### src/stks_pkg.sv
// ----------------------------------------------------------------------------
// stks_pkg
// Shared constants and types for the streaming top-k selector.
// ----------------------------------------------------------------------------
package stks_pkg;

  localparam int MAX_K     = 8;
  localparam int MAX_ITEMS = 1024;
  localparam int Q_DEPTH   = 4;

  localparam int SCORE_W = 32;
  localparam int IDX_W   = 10;
  localparam int SEL_W   = 4;
  localparam int CNT_W   = $clog2(MAX_ITEMS + 1);
  localparam int KE_W    = $clog2(MAX_K + 1);
  localparam int RANK_W  = (MAX_K > 1) ? $clog2(MAX_K) : 1;
  localparam int QP_W    = (Q_DEPTH > 1) ? $clog2(Q_DEPTH) : 1;
  localparam int QC_W    = $clog2(Q_DEPTH + 1);

  localparam logic [SEL_W-1:0] SEL_RESET = SEL_W'(8);

  typedef struct packed {
    logic signed [SCORE_W-1:0] score;
    logic [IDX_W-1:0]          idx;
    logic                      ins;
    logic                      last;
    logic                      err;
    logic [KE_W-1:0]           k;
  } cmd_t;

  typedef struct packed {
    logic [MAX_K-1:0][SCORE_W-1:0] scores;
    logic [MAX_K-1:0][IDX_W-1:0]   idx;
    logic [MAX_K-1:0]              valid;
    logic                          err;
    logic [KE_W-1:0]               k;
  } snap_t;

endpackage

### src/streaming_top_k_selector.sv
// ----------------------------------------------------------------------------
// streaming_top_k_selector
// Keeps the k largest scores of a vector and emits them in rank order.
// Throughput: one score per cycle; k results per vector, one per ready cycle.
// First result of a vector: last score -> queue -> snapshot -> output register.
// Input stalls only if a vector ends while the previous ranking still emits.
// Reset: asynchronous, active low; lists empty, select_count = 8.
// ----------------------------------------------------------------------------
module streaming_top_k_selector import stks_pkg::*; (
  input  logic        clk_i,
  input  logic        rst_ni,
  // APB configuration
  input  logic        psel,
  input  logic        penable,
  input  logic        pwrite,
  input  logic [2:0]  paddr,
  input  logic [31:0] pwdata,
  output logic [31:0] prdata,
  output logic        pready,
  // input stream
  input  logic        s_axis_tvalid,
  output logic        s_axis_tready,
  input  logic [31:0] s_axis_tdata,   // [31:0] score
  input  logic        s_axis_tlast,   // last_item
  // result stream
  output logic        m_axis_tvalid,
  input  logic        m_axis_tready,
  output logic [47:0] m_axis_tdata,   // [9:0] expert_index, [41:10] expert_score
  output logic [1:0]  m_axis_tuser,   // [0] slot_filled, [1] count_error
  output logic        m_axis_tlast    // last_result
);

  logic [SEL_W-1:0]   select_count_q;
  logic               q_full, push, q_valid, q_pop, snap_load, emit_busy;
  cmd_t               push_cmd, head_cmd;
  snap_t              snap;
  logic [IDX_W-1:0]   out_index;
  logic [SCORE_W-1:0] out_score;
  logic               out_filled, out_err;

  assign pready = 1'b1;
  assign prdata = (paddr[2] == 1'b0) ? 32'(select_count_q) : '0;

  always_ff @(posedge clk_i or negedge rst_ni) begin
    if (!rst_ni) begin
      select_count_q <= SEL_RESET;
    end else if (psel && penable && pwrite && pready && paddr[2] == 1'b0) begin
      select_count_q <= pwdata[SEL_W-1:0];
    end
  end

  stks_front u_front (
    .clk_i          (clk_i),
    .rst_ni         (rst_ni),
    .item_valid_i   (s_axis_tvalid),
    .item_ready_o   (s_axis_tready),
    .score_i        (s_axis_tdata),
    .last_i         (s_axis_tlast),
    .select_count_i (select_count_q),
    .q_full_i       (q_full),
    .push_o         (push),
    .cmd_o          (push_cmd)
  );

  stks_fifo u_fifo (
    .clk_i   (clk_i),
    .rst_ni  (rst_ni),
    .push_i  (push),
    .data_i  (push_cmd),
    .full_o  (q_full),
    .pop_i   (q_pop),
    .valid_o (q_valid),
    .data_o  (head_cmd)
  );

  stks_back u_back (
    .clk_i       (clk_i),
    .rst_ni      (rst_ni),
    .cmd_valid_i (q_valid),
    .cmd_ready_o (q_pop),
    .cmd_i       (head_cmd),
    .emit_busy_i (emit_busy),
    .snap_load_o (snap_load),
    .snap_o      (snap)
  );

  stks_emit u_emit (
    .clk_i        (clk_i),
    .rst_ni       (rst_ni),
    .load_i       (snap_load),
    .snap_i       (snap),
    .busy_o       (emit_busy),
    .out_valid_o  (m_axis_tvalid),
    .out_ready_i  (m_axis_tready),
    .out_index_o  (out_index),
    .out_score_o  (out_score),
    .out_filled_o (out_filled),
    .out_err_o    (out_err),
    .out_last_o   (m_axis_tlast)
  );

  assign m_axis_tdata = {6'b0, out_score, out_index};
  assign m_axis_tuser = {out_err, out_filled};

endmodule

### src/stks_front.sv
// ----------------------------------------------------------------------------
// stks_front
// Numbers incoming scores, tracks the item limit and builds queue commands.
// ----------------------------------------------------------------------------
module stks_front import stks_pkg::*; (
  input  logic               clk_i,
  input  logic               rst_ni,
  input  logic               item_valid_i,
  output logic               item_ready_o,
  input  logic [SCORE_W-1:0] score_i,
  input  logic               last_i,
  input  logic [SEL_W-1:0]   select_count_i,
  input  logic               q_full_i,
  output logic               push_o,
  output cmd_t               cmd_o
);

  logic [CNT_W-1:0] item_count_q, item_count_d;
  logic             overflow_q, overflow_d;
  logic             ins;
  logic [CNT_W-1:0] count_next;
  logic             ovf_next;
  logic [KE_W-1:0]  k_eff;

  always_comb begin
    if (select_count_i == '0) begin
      k_eff = KE_W'(1);
    end else if (int'(select_count_i) > MAX_K) begin
      k_eff = KE_W'(MAX_K);
    end else begin
      k_eff = KE_W'(select_count_i);
    end
  end

  assign item_ready_o = !q_full_i;
  assign push_o       = item_valid_i && !q_full_i;
  assign ins          = item_count_q < CNT_W'(MAX_ITEMS);
  assign count_next   = ins ? item_count_q + CNT_W'(1) : item_count_q;
  assign ovf_next     = overflow_q || !ins;

  always_comb begin
    cmd_o.score = score_i;
    cmd_o.idx   = IDX_W'(item_count_q);
    cmd_o.ins   = ins;
    cmd_o.last  = last_i;
    cmd_o.err   = (count_next < CNT_W'(k_eff)) || ovf_next;
    cmd_o.k     = k_eff;
  end

  always_comb begin
    item_count_d = item_count_q;
    overflow_d   = overflow_q;
    if (push_o) begin
      if (last_i) begin
        item_count_d = '0;
        overflow_d   = 1'b0;
      end else begin
        item_count_d = count_next;
        overflow_d   = ovf_next;
      end
    end
  end

  always_ff @(posedge clk_i or negedge rst_ni) begin
    if (!rst_ni) begin
      item_count_q <= '0;
      overflow_q   <= 1'b0;
    end else begin
      item_count_q <= item_count_d;
      overflow_q   <= overflow_d;
    end
  end

endmodule

### src/stks_fifo.sv
// ----------------------------------------------------------------------------
// stks_fifo
// Short command queue between the front and back sections.
// ----------------------------------------------------------------------------
module stks_fifo import stks_pkg::*; (
  input  logic clk_i,
  input  logic rst_ni,
  input  logic push_i,
  input  cmd_t data_i,
  output logic full_o,
  input  logic pop_i,
  output logic valid_o,
  output cmd_t data_o
);

  cmd_t             mem_q [Q_DEPTH];
  logic [QP_W-1:0]  wr_ptr_q, rd_ptr_q;
  logic [QC_W-1:0]  count_q;
  logic             do_pop;

  assign full_o  = count_q == QC_W'(Q_DEPTH);
  assign valid_o = count_q != '0;
  assign data_o  = mem_q[rd_ptr_q];
  assign do_pop  = pop_i && valid_o;

  always_ff @(posedge clk_i) begin
    if (push_i) begin
      mem_q[wr_ptr_q] <= data_i;
    end
  end

  always_ff @(posedge clk_i or negedge rst_ni) begin
    if (!rst_ni) begin
      wr_ptr_q <= '0;
      rd_ptr_q <= '0;
      count_q  <= '0;
    end else begin
      if (push_i) begin
        wr_ptr_q <= (wr_ptr_q == QP_W'(Q_DEPTH - 1)) ? '0 : wr_ptr_q + QP_W'(1);
      end
      if (do_pop) begin
        rd_ptr_q <= (rd_ptr_q == QP_W'(Q_DEPTH - 1)) ? '0 : rd_ptr_q + QP_W'(1);
      end
      if (push_i && !do_pop) begin
        count_q <= count_q + QC_W'(1);
      end else if (do_pop && !push_i) begin
        count_q <= count_q - QC_W'(1);
      end
    end
  end

endmodule

### src/stks_back.sv
// ----------------------------------------------------------------------------
// stks_back
// Ranked slot list: parallel compare/shift insert, one per cycle unless held.
// ----------------------------------------------------------------------------
module stks_back import stks_pkg::*; (
  input  logic  clk_i,
  input  logic  rst_ni,
  input  logic  cmd_valid_i,
  output logic  cmd_ready_o,
  input  cmd_t  cmd_i,
  input  logic  emit_busy_i,
  output logic  snap_load_o,
  output snap_t snap_o
);

  logic [MAX_K-1:0][SCORE_W-1:0] score_q, score_d;
  logic [MAX_K-1:0][IDX_W-1:0]   idx_q, idx_d;
  logic [MAX_K-1:0]              valid_q, valid_d;
  logic [MAX_K-1:0]              hit, pre;
  logic                          take;

  assign cmd_ready_o = !(cmd_i.last && emit_busy_i);
  assign take        = cmd_valid_i && cmd_ready_o;

  always_comb begin
    for (int j = 0; j < MAX_K; j++) begin
      hit[j] = (j < int'(cmd_i.k)) && cmd_i.ins &&
               (!valid_q[j] || ($signed(cmd_i.score) > $signed(score_q[j])));
      pre[j] = (j == 0) ? hit[j] : (hit[j] || pre[j-1]);
    end
  end

  always_comb begin
    score_d = score_q;
    idx_d   = idx_q;
    valid_d = valid_q;
    for (int j = 0; j < MAX_K; j++) begin
      if (j < int'(cmd_i.k) && pre[j]) begin
        if (j == 0 || !pre[j-1]) begin
          score_d[j] = cmd_i.score;
          idx_d[j]   = cmd_i.idx;
          valid_d[j] = 1'b1;
        end else begin
          score_d[j] = score_q[j-1];
          idx_d[j]   = idx_q[j-1];
          valid_d[j] = valid_q[j-1];
        end
      end
    end
  end

  always_comb begin
    snap_load_o   = take && cmd_i.last;
    snap_o.scores = score_d;
    snap_o.idx    = idx_d;
    snap_o.valid  = valid_d;
    snap_o.err    = cmd_i.err;
    snap_o.k      = cmd_i.k;
  end

  always_ff @(posedge clk_i) begin
    if (take) begin
      score_q <= score_d;
      idx_q   <= idx_d;
    end
  end

  always_ff @(posedge clk_i or negedge rst_ni) begin
    if (!rst_ni) begin
      valid_q <= '0;
    end else if (take) begin
      valid_q <= cmd_i.last ? '0 : valid_d;
    end
  end

endmodule

### src/stks_emit.sv
// ----------------------------------------------------------------------------
// stks_emit
// Holds a finished ranking and streams its slots through an output register.
// ----------------------------------------------------------------------------
module stks_emit import stks_pkg::*; (
  input  logic               clk_i,
  input  logic               rst_ni,
  input  logic               load_i,
  input  snap_t              snap_i,
  output logic               busy_o,
  output logic               out_valid_o,
  input  logic               out_ready_i,
  output logic [IDX_W-1:0]   out_index_o,
  output logic [SCORE_W-1:0] out_score_o,
  output logic               out_filled_o,
  output logic               out_err_o,
  output logic               out_last_o
);

  snap_t               snap_q;
  logic                busy_q;
  logic [RANK_W-1:0]   rank_q;
  logic                out_valid_q;
  logic [IDX_W-1:0]    out_index_q;
  logic [SCORE_W-1:0]  out_score_q;
  logic                out_filled_q, out_err_q, out_last_q;
  logic                advance, final_rank;

  assign advance    = busy_q && (!out_valid_q || out_ready_i);
  assign final_rank = KE_W'(rank_q) == (snap_q.k - KE_W'(1));

  always_ff @(posedge clk_i) begin
    if (load_i) begin
      snap_q <= snap_i;
    end
    if (advance) begin
      out_filled_q <= snap_q.valid[rank_q];
      out_index_q  <= snap_q.valid[rank_q] ? snap_q.idx[rank_q] : '0;
      out_score_q  <= snap_q.valid[rank_q] ? snap_q.scores[rank_q] : '0;
      out_err_q    <= snap_q.err;
      out_last_q   <= final_rank;
    end
  end

  always_ff @(posedge clk_i or negedge rst_ni) begin
    if (!rst_ni) begin
      busy_q      <= 1'b0;
      rank_q      <= '0;
      out_valid_q <= 1'b0;
    end else begin
      if (load_i) begin
        busy_q <= 1'b1;
        rank_q <= '0;
      end else if (advance) begin
        if (final_rank) begin
          busy_q <= 1'b0;
        end else begin
          rank_q <= rank_q + RANK_W'(1);
        end
      end
      if (advance) begin
        out_valid_q <= 1'b1;
      end else if (out_ready_i) begin
        out_valid_q <= 1'b0;
      end
    end
  end

  assign busy_o       = busy_q;
  assign out_valid_o  = out_valid_q;
  assign out_index_o  = out_index_q;
  assign out_score_o  = out_score_q;
  assign out_filled_o = out_filled_q;
  assign out_err_o    = out_err_q;
  assign out_last_o   = out_last_q;

endmodule
### config.mk
export PLATFORM = sky130hd
export DESIGN_NAME = streaming_top_k_selector
export DESIGN_NICKNAME = d
export VERILOG_FILES = /design/src/stks_pkg.sv /design/src/streaming_top_k_selector.sv /design/src/stks_front.sv /design/src/stks_fifo.sv /design/src/stks_back.sv /design/src/stks_emit.sv
export SDC_FILE = /design/constraint.sdc
export NUM_CORES = 2
export LEC_CHECK = 0
export ABC_AREA = 0
export BUFFER_PORTS_ARGS = -buffer_cell sky130_fd_sc_hd__buf_2
export CORE_ASPECT_RATIO = 0.5
export CORE_MARGIN = 4
export CORE_UTILIZATION = 40
export CTS_CLUSTER_DIAMETER = 30
export CTS_CLUSTER_SIZE = 40
export DETAILED_ROUTE_END_ITERATION = 8
export PLACE_DENSITY = 0.66
export SETUP_SLACK_MARGIN = 0.4
export SLEW_MARGIN = 15
export SYNTH_ARGS = -nofsm -noshare
export SYNTH_HDL_FRONTEND = slang
export SYNTH_HIERARCHICAL = 1
export SYNTH_SLANG_ARGS = --single-unit
### constraint.sdc
create_clock -name clk_i -period 18 [get_ports clk_i]
set_clock_uncertainty 0.2 [all_clocks]
set_input_delay 1.8 -clock clk_i [delete_from_list [all_inputs] [get_ports clk_i]]
set_output_delay 1.8 -clock clk_i [all_outputs]
set_load 0.01 [all_outputs]
==> impl_metrics.tcl <==
set metrics [dict create \
    route.top_layer_used "met5" \
    multi_input_area_sq_um 16800 \
    cp-end-kind "register" \
    h-tree-depth 4 \
    cap_violations 0 \
    clock_latency_ns 0.76 \
    finalWeightedCongestion 0.858 \
    grt_antenna_before_repair 11 \
    synth_edf_count 926 \
    die_area_sq_um 126000 \
    hpwl_um 80300 \
    grt_pass1_vias 30700 \
    syn_inst 3723 \
    rsz0062_at_grt "no" \
    ctsHoldBuffers 0 \
    ys_seq_area_frac 0.596 \
    cts_resized 0 \
    crit_arrival_ns 8.44 \
    critical_path_class "register to register" \
    max_freq_mhz 123 \
    clock_sinks 962 \
    outcome "complete, no violations" \
    ff2ff_setup_slack_ns 9.84 \
    top_level_ports 161 \
    dr.pass1.iters 6 \
    wl_per_cell_um 23.9 \
    cts_tree "done" \
    slew_headroom 0.196 \
    start_kind "register" \
    drtIter0Drc 3518 \
    async_reset_ff_frac 0.0374 \
    min_period_ns 8.16 \
    final_common_cell "edfxtp_1" \
    ff_latch_area_sq_um 28700 \
    grt_use_total 0.202 \
    nFillCells 10500 \
    finalSetupViolations 0 \
    io_buffers 95 \
    grt_max_degree 193 \
    finalHoldViolCount 0 \
    hold_class "register to register" \
    path_clk_slew_ns 0.06 \
    wl_met1_um 54200 \
    postCtsSetupBuffers 0 \
    preCtsSetupSlack_ns 9.88 \
    core_sq_um 119000 \
    vias 31500 \
    wl_met3_um 13500 \
    grt-ovfl-total 0 \
    slew_viol_final 0 \
    root_buffer "clkbuf_16" \
    final_cells 5447 \
    grt_pass1_wl_um 193000 \
    die_x_um 499 \
    final_nets 4075 \
    fin_crit_sh 0.453 \
    fin_tns_setup_ns 0 \
    avgSynthCellArea_sq_um 12.9 \
    postRouteAntennaNets 0 \
    clockBufferDepth 3 \
    start_util 0.405 \
    post_synth_num_cell_types 91 \
    area_growth_pct 13.4 \
    rows 89 \
    tightest_slew_ns 1.20 \
    crit_fanout 50 \
    cp.required_ns 18.28 \
    routed_via_density 5.79 \
    die_h_um 253 \
    numCtsBuffers 146 \
    drc_errors 0 \
    routed_wl_um 130000 \
    fin_ws_ns 9.84 \
    dp.cells 5174 \
    synth-main-ff-cell "edfxtp_1" \
    netlist_area_sq_um 48100 \
    synth_warnings 6 \
    final_cell_mix "926 x edfxtp_1, 349 x nand2_1, 313 x inv_1" \
    ys_ff_latch 962 \
    drive_gt1_frac 0.158 \
    wl_met2_um 58500 \
]
[synth_stat cells (12+ instances only)]
| master | number | area (sq um) |
|---|---|---|
| a211oi_1 | 12 | 90.1 |
| a21o_1 | 12 | 90.1 |
| a21oi_1 | 251 | 1260 |
| a31oi_1 | 68 | 425 |
| buf_1 | 21 | 78.8 |
| buf_2 | 34 | 170 |
| buf_4 | 93 | 698 |
| clkbuf_1 | 145 | 544 |
| dfrtp_1 | 35 | 876 |
| edfxtp_1 | 926 | 27800 |
| ha_1 | 268 | 3350 |
| inv_1 | 315 | 1180 |
| mux2_2 | 19 | 214 |
| mux2i_1 | 105 | 1050 |
| mux4_2 | 133 | 3000 |
| nand2_1 | 353 | 1330 |
| nand3_1 | 55 | 275 |
| nand3_2 | 20 | 200 |
| nand4_1 | 59 | 369 |
| nor2_1 | 213 | 800 |
| nor2b_1 | 19 | 119 |
| nor3_1 | 20 | 100 |
| nor4_1 | 18 | 113 |
| o211ai_1 | 12 | 90.1 |
| o21a_1 | 63 | 473 |
| o21ai_0 | 119 | 596 |
| o221ai_1 | 45 | 394 |
| o22a_1 | 56 | 490 |
| o22ai_1 | 34 | 213 |
| o31ai_1 | 45 | 338 |
[state kept, by name (all words and copies together) (netlist names), 3 cells and up]
register,cells
u_front/item_count_q,11
select_count_q,4
u_emit/out_index_o,10
u_emit/snap_q,349
u_emit/rank_q,3
u_fifo/mem_q,196
u_emit/out_score_o,32
u_back/valid_q,8
u_fifo/count_q,3
u_back/idx_q,80
u_back/score_q,256
[worst max-delay path, cell delays in order, from the launching register on]
cell and delay, ns:
dfrtp_2 0.73, buf_4 0.48, mux4_1 0.74, ha_1 0.63
nand4_1 0.40, nor4_2 1.07, a21oi_1 0.18, nor2b_1 0.20
o2bb2ai_1 0.14, nor3_1 0.41, nand3_4 0.86, or3_2 1.00
buf_4 0.40, o22a_1 0.25, o21a_1 0.13
[layout make-up]
type,count,share of cell area
diodes,3,0.000138
clock buffers,164,0.0694
clock inverters,105,0.0231
inverters,316,0.0219
multi-input cells,2166,0.307
flip-flops and latches,962,0.526
well taps,1592,0.0365
repair buffers,139,0.0156
[final timing paths]
kind	startpoint	end	cells after the start
setup / recovery	u_fifo/rd_ptr_q[1]$_DFFE_PN0P_	u_back/score_q[213]$_DFFE_PP_	14
hold / removal	u_emit/snap_q[4]$_DFFE_PP_	u_emit/out_err_o$_DFFE_PP_	0
setup reg to reg	u_fifo/rd_ptr_q[1]$_DFFE_PN0P_	u_back/score_q[213]$_DFFE_PP_	14
hold reg to reg	u_emit/snap_q[4]$_DFFE_PP_	u_emit/out_err_o$_DFFE_PP_	0
max in group asynchronous	rst_ni	u_emit/rank_q[2]$_DFFE_PN0P_	1
min in group asynchronous	rst_ni	u_back/valid_q[0]$_DFFE_PN0P_	1
[logic make-up (layout without fill, tap and decap cells)]
kind of cell | after synthesis | after routing | synth area share
flip-flops | 962 | 962 | 0.596
XOR/XNOR | 14 | 14 | 0.00255
adder cells (fa/ha/maj) | 269 | 269 | 0.0701
AO/OA/AOI/OAI | 774 | 774 | 0.103
buffers and inverters | 628 | 724 | 0.0610
multiplexers | 258 | 258 | 0.0891
other | 2 | 38 | 0.000156
AND/OR/NAND/NOR | 816 | 816 | 0.0778
[through the flow]
| step | cell area (sq um) | hold slack (ns) | utilization |
|---|---|---|---|
| after global routing | 54600 | 0.220 | 0.460 |
| after floorplan | 48300 | 0.200 | - |
| after detailed placement | 49500 | 0.218 | 0.417 |
| after CTS | 54500 | 0.219 | 0.459 |
| after global placement | 49500 | 0.207 | 0.417 |
| final | 54600 | 0.224 | 0.460 |
[metal layers]
metal	up-vias	GRT usage
met5	-	0
met4	6	0.0761
met1	15600	0.279
met2	1652	0.310
li1	14000	-
met3	254	0.0512
Power is not shown: default switching activity piles up to over one toggle a cycle in this logic, so the estimate is an artifact.
